**config.mk**
```make
export PLATFORM = sky130hd
export DESIGN_NAME = acsas_div
export DESIGN_NICKNAME = d
export VERILOG_FILES = /design/src/rtl/core/acsas_div.sv
export SDC_FILE = /design/constraint.sdc
export NUM_CORES = 1
export LEC_CHECK = 0
export BUFFER_PORTS_ARGS = -buffer_cell sky130_fd_sc_hd__buf_4
export CAP_MARGIN = 20
export CORE_UTILIZATION = 30
export CTS_CLUSTER_SIZE = 12
export DETAILED_ROUTE_END_ITERATION = 12
export PLACE_DENSITY = 0.45
export SYNTH_ARGS = -nofsm -noshare
export SYNTH_HDL_FRONTEND = slang
export SYNTH_SLANG_ARGS = --single-unit
```
**constraint.sdc**
```tcl
create_clock -name aclk -period 5.73 [get_ports aclk]
set_clock_uncertainty 0.1 [all_clocks]
set_input_delay 0.573 -clock aclk [delete_from_list [all_inputs] [get_ports aclk]]
set_output_delay 0.573 -clock aclk [all_outputs]
set_load 0.005 [all_outputs]
```
**src/rtl/core/acsas_div.sv**
```systemverilog
`timescale 1ns / 1ps
module acsas_div (
    input  logic               aclk,
    input  logic               aresetn,
    input  logic               start,
    input  logic signed [63:0] dividend,
    input  logic signed [63:0] divisor,
    output logic               busy,
    output logic signed [63:0] quotient
);
    logic [63:0] num_reg, num_next;
    logic [63:0] rem_reg, rem_next;
    logic [63:0] den_reg;
    logic [6:0]  cnt_reg;
    logic        neg_reg;
    logic [64:0] trial;

    // Restoring divide on magnitudes, one bit per cycle
    always_comb begin
        trial    = {rem_reg, num_reg[63]} - {1'b0, den_reg};
        num_next = {num_reg[62:0], ~trial[64]};
        rem_next = trial[64] ? {rem_reg[62:0], num_reg[63]} : trial[63:0];
    end

    always_ff @(posedge aclk) begin
        if (!aresetn) begin
            cnt_reg <= '0;
        end else if (start) begin
            cnt_reg <= 7'd64;
        end else if (cnt_reg != 7'd0) begin
            cnt_reg <= cnt_reg - 7'd1;
        end
        if (start) begin
            num_reg <= dividend[63] ? 64'(-dividend) : dividend;
            den_reg <= divisor[63] ? 64'(-divisor) : divisor;
            rem_reg <= '0;
            neg_reg <= dividend[63] ^ divisor[63];
        end else if (cnt_reg != 7'd0) begin
            num_reg <= num_next;
            rem_reg <= rem_next;
        end
    end

    assign busy     = (cnt_reg != 7'd0);
    assign quotient = neg_reg ? -$signed(num_reg) : $signed(num_reg);
endmodule

```
## After elaboration in Yosys (flattened, before gate mapping)

Index checks and enable logic that the tools add are counted.

| storage, ports and cells | value |
|---|---|
| register bits | 200 |
| word-level logic and storage cells | 26 |

| cells by class | value |
|---|---|
| add/sub/neg operators | 5 |
| multiplexer cells | 8 |
| bitwise operators | 3 |
| reductions and logical operators | 3 |

Operators by type and width:

| kind | count |
|---|---|
| two-way mux 64 bit | 5 |
| negator 64 bit | 3 |
| subtractor 65 x 64 -> 65 bit | 1 |
| two-way mux 63 bit | 1 |
| two-way mux 7 bit | 2 |
| nonzero test 7 bit | 1 |
| subtractor 7 x 1 -> 7 bit, second input constant | 1 |
| NOT 1 bit | 2 |
| nonzero test 2 bit | 1 |
| OR reduction 2 bit | 1 |
| XOR 1 bit | 1 |

## Longest topological paths before layout

| logic depth | value |
|---|---|
| word-level depth | 4 |
| mapped depth | 16 |
| gate-level depth less buffers | 14 |

## Worst setup path before layout

No wires, ideal clock.

| timing | value |
|---|---|
| kind | flip-flop to output port |
| start point | register num_reg[5] |
| end point | output port quotient[59] |
| arrival time | 3.793 ns |
| data required time | 5.057 ns |
| path slack | 1.264 ns |
| cell stages (with the launch flop) | 12 |
| path buffers | 1 |
| cell sequence | edfxtp_1 > or4_1 > or2_2 > nor4_1 > nand3_1 > or4_1 > or3_1 > clkbuf_1 > or3_1 > or3_1 > o31ai_1 > xnor2_1 |

| between the ends | value |
|---|---|
| word-level cells in the longest chain between the ends | 2 |

RTL lines:

| item | line | source |
|---|---|---|
| start, declared | 11 | `logic [63:0] num_reg, num_next;` |
| start signal, assigned | 34 | `num_reg <= dividend[63] ? 64'(-dividend) : dividend;` |
| start signal, assigned | 39 | `num_reg <= num_next;` |
| negator 64 bit | 45 | `assign quotient = neg_reg ? -$signed(num_reg) : $signed(num_reg);` |
| two-way mux 64 bit | 45 |  |
| end, declared | 9 | `output logic signed [63:0] quotient` |

Every way passes these cells.

## Final worst setup path

| timing | value |
|---|---|
| start point | register num_reg[5] |
| end point | output port quotient[63] |

The elaborated chain is that of the path after synthesis.

==> impl_metrics.tcl <==
set metrics [dict create \
    cap_violations 0 \
    routedWlPerCell_um 17.3 \
    max_freq_mhz 182 \
    reg2reg_depth 15 \
    cts_root_buf "clkbuf_16" \
    num_rows 83 \
    overflow 0 \
    synth_top_cells_by_count "nor2_1 (190), xnor2_1 (155), nand2_1 (151), a21oi_1 (145), edfxtp_1 (129)" \
    clkTransAtPathRegs_ns 0.08 \
    area_delta_synth_final_pct 16.9 \
    ir_drop_mv 0.339 \
    syn_area_per_cell_sq_um 8.23 \
    rsz0062_at_grt "false" \
    die_x_um 230 \
    ant_nets 0 \
    start_util_pct 30.4 \
    endpoint_kind "primary output" \
    synth_area_sq_mm 0.0156 \
    totalNegativeSetupSlack_ns 0 \
    cp_max_fo 7 \
    p_sw_mw 3.46 \
    hp-class "in2reg" \
    clk-insertion-delay-late_ns 0.49 \
    pwr-share-seq_pct 30.4 \
    synth_nets 2099 \
    dr.pass1.iters 5 \
    grt_max_degree 90 \
    yosys.area.top_type "edfxtp_1" \
    holdBufCountCts 0 \
    combPwrFrac_pct 53.7 \
    whs_ns 0.190 \
    cts_sinks 200 \
    cts_buffer_depth 2 \
    dieArea_sq_mm 0.0530 \
    dp_hpwl_um 35600 \
    switching_share_pct 44.8 \
    fin_nets 2220 \
    worstMarginPinSlew_ns 0.892 \
    yosysTopAreaCellShare_pct 24.8 \
    finalSetupViolations 0 \
    status "completed" \
    required_ns 5.06 \
    synthCells 1899 \
    cts_tree "done" \
    yosys_register_bits 200 \
    hold_depth 1 \
    synth.area.top_cells "edfxtp_1 (25%), dfxtp_1 (9.1%), xnor2_1 (8.7%)" \
    synth_edf_count 129 \
    fillers 5407 \
    yosysWarningCount 0 \
    antenna_found_initial 0 \
    period_minus_slack_ns 5.50 \
    yosysUniqueCellTypes 68 \
    period_share_pct 96.0 \
    fp.coreArea_sq_mm 0.0514 \
    gp_congestion 0.904 \
    drc 0 \
    die_y_um 230 \
    synthFlopType "edfxtp_1" \
    synth_most_common_cell "nor2_1" \
    via_per_inst 5.23 \
    slew_headroom_pct 40.5 \
    drtIter0Drc 893 \
    clkPwrFrac_pct 15.9 \
    crit_arrival_ns 4.83 \
    drive_gt1_share_pct 14.3 \
    antenna_cells 0 \
    finalHoldViolations 0 \
    cts_buffers 17 \
    wl_um 47000 \
    powerDensity_mw_per_mm2 423 \
    slew_violations 0 \
    track_usage_pct 17.9 \
    leakage_nw 7.11 \
    power.internal_mw 4.26 \
    h-tree-depth 4 \
    cp-start-kind "flip-flop" \
    yosysSeqAreaShare_pct 33.9 \
    path_class "reg2out" \
    grt_pass1_wl_um 74800 \
    io_buffers 195 \
    grt_pass1_vias 13700 \
    pin_count 196 \
    vias 14200 \
    finalPower_mw 7.72 \
    async_reset_ff_share_pct 0 \
]
==> metrics by stage <==
stage / cells / utilization (%) / worst slack (ns) / cell area, sq um
after floorplan: 1899 / - / 1.26 / 15600
after global routing: 2713 / 35.5 / 0.00481 / 18300
final: 2713 / 35.5 / 0.230 / 18300
after global placement: 2680 / 34.4 / 0.660 / 17700
after detailed placement: 2680 / 34.4 / 0.568 / 17700
after CTS: 2712 / 35.5 / 0.152 / 18200
==> logic make-up after synthesis <==
group | synth area share, %
AO/OA/AOI/OAI | 19.6
XOR/XNOR | 13.8
adder cells (fa/ha/maj) | 5.57
buffers and inverters | 4.93
AND/OR/NAND/NOR | 21.7
multiplexers | 0.497
flip-flops | 33.9
==> routing by layer <==
metal	global-route usage, %	wire length, um
met5	0	0
met4	6.66	1090
met3	3.14	2130
met2	27.4	20300
met1	24.9	23500
==> repair_timing <==
item | 4_1_cts | 5_1_grt
setup buffers | 0 | 0
pin swaps | 0 | 0
resized for setup | 1 | 1
setup endpoints to repair | 2 | 1
==> placed cells by master, fill, tap and decap left out, types with 5 or more instances in the layout <==
cell type    n
buf_4      205
nor2_1     189
xnor2_1    153
nand2_1    151
a21oi_1    145
edfxtp_1   129
o21ai_0    123
nor3_1     102
inv_1       95
xor2_1      92
dfxtp_1     71
ha_1        68
o31ai_1     56
nor4_1      48
or3_1       39
nand3_1     32
a21o_1      32
or4_1       28
o41ai_1     22
nand2b_1    20
or2_2       19
a211oi_1    18
nand4_1     17
clkbuf_16   17
o21bai_1    14
a311oi_1    10
a31oi_1      9
and3_1       8
o21a_1       8
nor2b_1      7
nand3b_1     6
mux2_2       6
o22ai_1      5
o211a_1      5
==> power by group through the flow <==
stage                     registers (mW)  clock network (mW)  logic (mW)
after CTS                           2.35                1.29        4.17
after global routing                2.41                1.34        4.64
after detailed placement            2.38                   0        4.15
after global placement              2.38                   0        4.14
final                               2.35                1.23        4.14
after floorplan                     2.25                   0        2.89
==> worst paths after layout <==
path | from | to | slack (ns)
worst min register to register | rem_reg[43]$_SDFFE_PP0P_ | rem_reg[43]$_SDFFE_PP0P_ | 0.38
worst max register to register | num_reg[63]$_DFFE_PP_ | rem_reg[3]$_SDFFE_PP0P_ | 1.23
worst max-delay path | num_reg[5]$_DFFE_PP_ | quotient[63] | 0.23
worst min-delay path | divisor[0] | den_reg[0]$_DFFE_PP_ | 0.19
==> layout make-up <==
type	instances	area, sq um	area share (%)
inverters	97	364	1.99
repair buffers	208	1590	8.70
flip-flops and latches	200	5300	29.0
clock inverters	15	145	0.795
well taps	680	851	4.66
multi-input cells	1496	9590	52.5
clock buffers	17	425	2.33
==> critical path: stages, from the launching register on <==
cell      delay, ns
edfxtp_1       0.44
or4_1          0.53
or2_2          0.33
nor4_2         0.33
nand3_1        0.19
or4_1          0.50
or3_1          0.48
or3_1          0.42
or3_1          0.50
o31ai_1        0.32
xnor2_1        0.16
buf_4          0.13
Note: power is estimated with default switching activity, not from simulation.
