File: src/rtl/core/acsas_ram.sv
`timescale 1ns / 1ps
module acsas_ram #(
    parameter int WIDTH = 8,
    parameter int DEPTH = 4
) (
    input  logic                     aclk,
    input  logic                     we,
    input  logic [$clog2(DEPTH)-1:0] waddr,
    input  logic [WIDTH-1:0]         wdata,
    input  logic [$clog2(DEPTH)-1:0] raddr,
    output logic [WIDTH-1:0]         rdata
);
    logic [WIDTH-1:0] mem [DEPTH];

    // Write one entry, register the read
    always_ff @(posedge aclk) begin
        if (we) begin
            mem[waddr] <= wdata;
        end
        rdata <= mem[raddr];
    end
endmodule

File: config.mk
export PLATFORM = sky130hd
export DESIGN_NAME = acsas_ram
export DESIGN_NICKNAME = d
export VERILOG_FILES = /design/src/rtl/core/acsas_ram.sv
export SDC_FILE = /design/constraint.sdc
export NUM_CORES = 1
export LEC_CHECK = 0
export ABC_CLOCK_PERIOD_IN_PS = 1300
export BUFFER_PORTS_ARGS = -buffer_cell sky130_fd_sc_hd__buf_2
export CORE_AREA = 2 2 55 57
export CTS_CLUSTER_SIZE = 20
export DETAILED_ROUTE_END_ITERATION = 8
export DIE_AREA = 0 0 57 59
export PLACE_DENSITY_LB_ADDON = 0.08
export SETUP_SLACK_MARGIN = 0.15
export SLEW_MARGIN = 40
export SYNTH_ARGS = -nofsm -noshare
export SYNTH_HDL_FRONTEND = slang
export SYNTH_SLANG_ARGS = --single-unit
File: constraint.sdc
create_clock -name aclk -period 1.3 [get_ports aclk]
set_input_delay 0.065 -clock aclk [delete_from_list [all_inputs] [get_ports aclk]]
set_output_delay 0.065 -clock aclk [all_outputs]
set_load 0.02 [all_outputs]
---- Yosys cells after proc, flatten, opt, wreduce, memory -nomap -nowiden ----
Memories as Yosys holds them, arrays and structs flattened. A register that Yosys moved wholly into a read port is not among the register bits.
Index checks and enable logic that the tools add are counted.
storage, ports and cells
  memories ................................ 1
  memory bits (read-only) ................. 0
  word-level logic and storage cells ...... 3
  flip-flop bits (word level) ............. 0
  bits of input ports ..................... 14
  bits in writable memories ............... 32
  bits in latches ......................... 0
cells by class
  add/subtract/negate cells ............... 0
  reductions and logical operators ........ 0
  mux-type cells .......................... 2
  divide/modulo/power cells ............... 0
  bitwise operators ....................... 0
  equal/unequal tests ..................... 0
  multiply operators ...................... 0
  shift operators ......................... 0
  $lt $le $gt $ge ......................... 0
memory list
  memory  words  bits a word  read ports  clocked after Yosys merged registers in  write ports  line  RTL
  mem     4      8            1           1                                        1            13    logic [WIDTH-1:0] mem [DEPTH];
operators by type and width
  operator          number
  1-bit 2-to-1 mux  2

---- Logic depth before layout (Yosys ltp) ----
  depth in word-level cells ............... 2
  depth in mapped cells ................... 2

---- Worst setup path after synthesis ----
No wires, ideal clock.
  kind .................................... input to register
  from .................................... input port waddr[0]
  to ...................................... memory mem[0][0], enable pin
  data required time ...................... 915 ps
  slack ................................... 171 ps
  arrival ................................. 744 ps
  cell stages on the path ................. 1
  buffers on the path ..................... 0
  setup time .............................. 385 ps
  cells stage by stage .................... nor3b_1
RTL lines
  item             line  RTL
  start, declared  8     input logic [$clog2(DEPTH)-1:0] waddr,
  end, declared    13
No word-level cell before the write port.

---- Worst setup path in the final report ----
  from .................................... memory mem[3][1]
  to ...................................... register rdata[1] (read register of mem)
RTL lines
  item           line  RTL
  end, declared  11    output logic [WIDTH-1:0] rdata
No word-level cell between the ends.

==> impl_table.tex <==
\begin{tabular}{lr}
\hline
Metric & Value \\
\hline
\multicolumn{2}{l}{\textbf{Synthesis}} \\
Post-Synthesis Net Count & a little under 70 \\
Synth area leader & edfxtp\_1 \\
Combinational family with the most area after synthesis & multiplexers \\
Share of the synthesized area in the top cell type & 71.24\% \\
Simple-gate area share of the yosys netlist & under 10\% \\
Sequential fraction of the synthesis area & around 83\% \\
Cells taking the most area after synthesis & edfxtp\_1 71\%, mux4\_2 13\%, dfxtp\_1 12\%, and3b\_1 1.3\%, buf\_6 0.83\% \\
Post-synthesis share of cell area spent on full adders, half adders and majority gates & 0\% \\
Parity-gate share of the synthesized area counting xor and xnor cells & 0\% \\
Area of the mapped netlist & between 0.001 and 0.0015 mm2 \\
Syn. warnings & 0 \\
Mapped Cells & 54 \\
Count of unique library cells instantiated by Yosys & 8 \\
Post-Synthesis Mean Instance Area & 24.98 um2 \\
Number of synthesized register bits & 40 \\
Compound-gate portion of the synthesized area & 0\% \\
Share of cell area taken by muxes after synthesis & 13.36\% \\
\multicolumn{2}{l}{\textbf{Die}} \\
Initial Utilization & between 40 and 50\% \\
Core region area & approximately 0.0027 mm2 \\
Die Footprint & 0.003363 mm2 \\
Count of boundary I/O pins & 22 \\
FP Rows & 19 \\
Horizontal die dimension & approximately 57 um \\
Die extent in y & $\sim$59 um \\
\multicolumn{2}{l}{\textbf{Worst setup path}} \\
Arrival time at the worst endpoint & approximately 1.2 ns \\
Largest delay contributor family on the critical path & multiplexers \\
Crit end category & register \\
Worst endpoint required time & about 1.5 ns \\
Register-to-register setup slack & roughly 0.34 ns \\
Critical path's largest stage delay & roughly 0.46 ns \\
Largest driver fanout on the critical path & 1 \\
Kind of launch point of the worst setup path & register \\
Slowest cell on crit path & mux4\_2 \\
Crit Path Class & register to register \\
Buffering stage count on the worst path with inverters included & 0 \\
CP cell instances & mux4\_2 \\
\multicolumn{2}{l}{\textbf{Timing}} \\
Worst max-slew margin expressed relative to the limit & a little over 70\% \\
Least-Margin Pin Slew & approximately 0.43 ns \\
Sum of negative setup slack & 0 ns \\
Post-layout minimum cycle time & 0.9592 ns \\
Final Hold Violating Endpoints & 0 \\
Clock tree skew after final layout & about 0.0057 ns \\
Max Freq & around 1.0 GHz \\
Setup-failing EPs final & 0 \\
Period utilisation layout & between 70 and 80\% \\
RSZ-0062 raised after global routing & no \\
Slack of the critical path & roughly 0.34 ns \\
Max-slew violation count & 0 \\
\multicolumn{2}{l}{\textbf{Pwr}} \\
Ratio of total power to cell area & approximately 1500 mW/mm2 \\
Proportion of total power due to net switching & 19.12\% \\
Pleak & $\sim$0.60 nW \\
Internal power of the cells & approximately 2 mW \\
Power share of the sequential group & between 50 and 60\% \\
Combinational share of power & under 10\% \\
Part of the power in the clock network & between 30\% and 40\% \\
Net switching component of the power & approximately 0.47 mW \\
VDD IR max & between 1 and 1.5 mV \\
\multicolumn{2}{l}{\textbf{GRT}} \\
Gr usage total & a little over an eighth \\
Overflow left after global routing & 0 \\
GR Layer Usage met2 & a little under a quarter \\
GR Layer Usage met1 & about an eighth \\
First-pass GRT wire length & between 2000 and 3000 um \\
Met3 track utilization from global routing & 5.459\% \\
Vias in the first global route & between 600 and 700 \\
Maximum number of pins on one net before global-route repair & 13 \\
Global-route layer with the greatest usage & met2 \\
Number of antenna violations at the first check in global routing & 0 \\
\multicolumn{2}{l}{\textbf{Placed design}} \\
DP Cell Count & 105 \\
Final RePlAce weighted congestion & 0.6433 \\
Dpl ws & between 0.2 and 0.25 ns \\
Count of buffers inserted at the top-level ports & 21 \\
\multicolumn{2}{l}{\textbf{CTS}} \\
Number of gates given a new drive strength after cts & 0 \\
CTS Root Cell & clkbuf\_4 \\
Clock tree from TritonCTS & built \\
Clock-pin transition on the worst setup and hold timing paths & about 0.11 ns \\
Clock latency at the later pin of the worst-skew pair & 0.34 ns \\
Setup Fix Bufs, Post-CTS & 0 \\
Number of hold buffers added after cts & 8 \\
Clock H-tree levels & 2 \\
Max clock buf depth & 2 \\
CTS Buf Count & 5 \\
\# clock sinks & 40 \\
\multicolumn{2}{l}{\textbf{Detailed routing}} \\
Count of TritonRoute iterations in the first routing pass & 3 \\
Initial DRC Count & 3 \\
ANT nets after route & 0 \\
DRC violation count after routing & 0 \\
Average routed wire per standard cell & 15.35 um \\
Via-per-instance ratio & a little over 5 \\
Routed WL & around 1900 um \\
Total via count in the routed design & a little over 600 \\
\multicolumn{2}{l}{\textbf{Layout}} \\
Leading cell types in the layout, fill and taps excluded & 32 x edfxtp\_1, 21 x buf\_2, 8 x mux4\_2, 8 x dlygate4sd3\_1, 8 x dfxtp\_1 \\
Share of cells above drive strength 1 & $\sim$40\% \\
Most common library cell in the layout ignoring fill and taps & edfxtp\_1 \\
Antenna cells & 0 \\
Number of filler instances in the final layout & 211 \\
Layout Area Growth over Synthesis & 22.26\% \\
Layout Cells excl Fill & roughly 120 \\
Net count reported at finish & 103 \\
\multicolumn{2}{l}{\textbf{Run}} \\
Max-Cap Viols & 0 \\
\multicolumn{2}{l}{\textbf{Run status}} \\
Run status & complete, no violations \\
\multicolumn{2}{l}{\textbf{Hold path}} \\
Hold crit path type & input port to register \\
\hline
\end{tabular}
==> area by class of cell <==
class | instances | area, um2 | share of cell area [%]
Sequential cell | 40 | 1121 | 67.98
Multi-Input combinational cell | 12 | 211.5 | 12.82
Timing Repair Buffer | 30 | 192.7 | 11.68
Clock buffer | 6 | 51.30 | 3.111
Tap cell | 31 | 38.79 | 2.352
Clock inverter | 2 | 33.78 | 2.049
==> kinds of logic after synthesis <==
group / Yosys count
flip-flops: 40
multiplexers: 8
AND/OR/NAND/NOR: 4
buffers and inverters: 2
==> synthesized netlist by cell type <==
library cell and count:
nor3b_1 1, and3_1 1, clkbuf_2 1, mux4_2 8, dfxtp_1 8, edfxtp_1 32, buf_6 1, and3b_1 2
==> worst paths after layout <==
| check | start | end | cells past startpoint |
|---|---|---|---|
| worst max register to register | mem[3][1] | rdata[1] | 1 |
| worst max-delay path | mem[3][1] | rdata[1] | 1 |
| worst min register to register | mem[2][1] | rdata[1] | 1 |
| worst min-delay path | raddr[1] | rdata[0] | 2 |
==> routing by layer <==
layer | part of all wire [%] | routed length (um)
met4 | 2.8 | 52
met5 | 0 | 0
met3 | 6.4 | 118
met1 | 35 | 652
met2 | 56 | 1034
==> stage by stage <==
step	cell area [um2]	hold WS, ns	utilization [%]	power, mW
6_report	1649	0.1406	60.85	2.467
2_1_floorplan	1349	0.1639	-	1.598
4_1_cts	1649	0.1460	60.85	2.498
5_1_grt	1649	0.1351	60.85	2.567
3_5_place_dp	1484	0.2845	54.76	1.666
3_3_place_gp	1484	0.2806	54.76	1.661
==> power groups by stage <==
stage,clock [mW],combinational (mW),sequential (mW)
2_1_floorplan,0,0.0660,1.53
3_3_place_gp,0,0.159,1.50
3_5_place_dp,0,0.163,1.50
4_1_cts,0.844,0.181,1.47
5_1_grt,0.895,0.194,1.48
6_report,0.818,0.178,1.47
==> registers in the layout, summed over array words and instances, names as in the netlist <==
signal / flops
mem: 32
rdata: 8
Power figures use the tool's default switching activity.
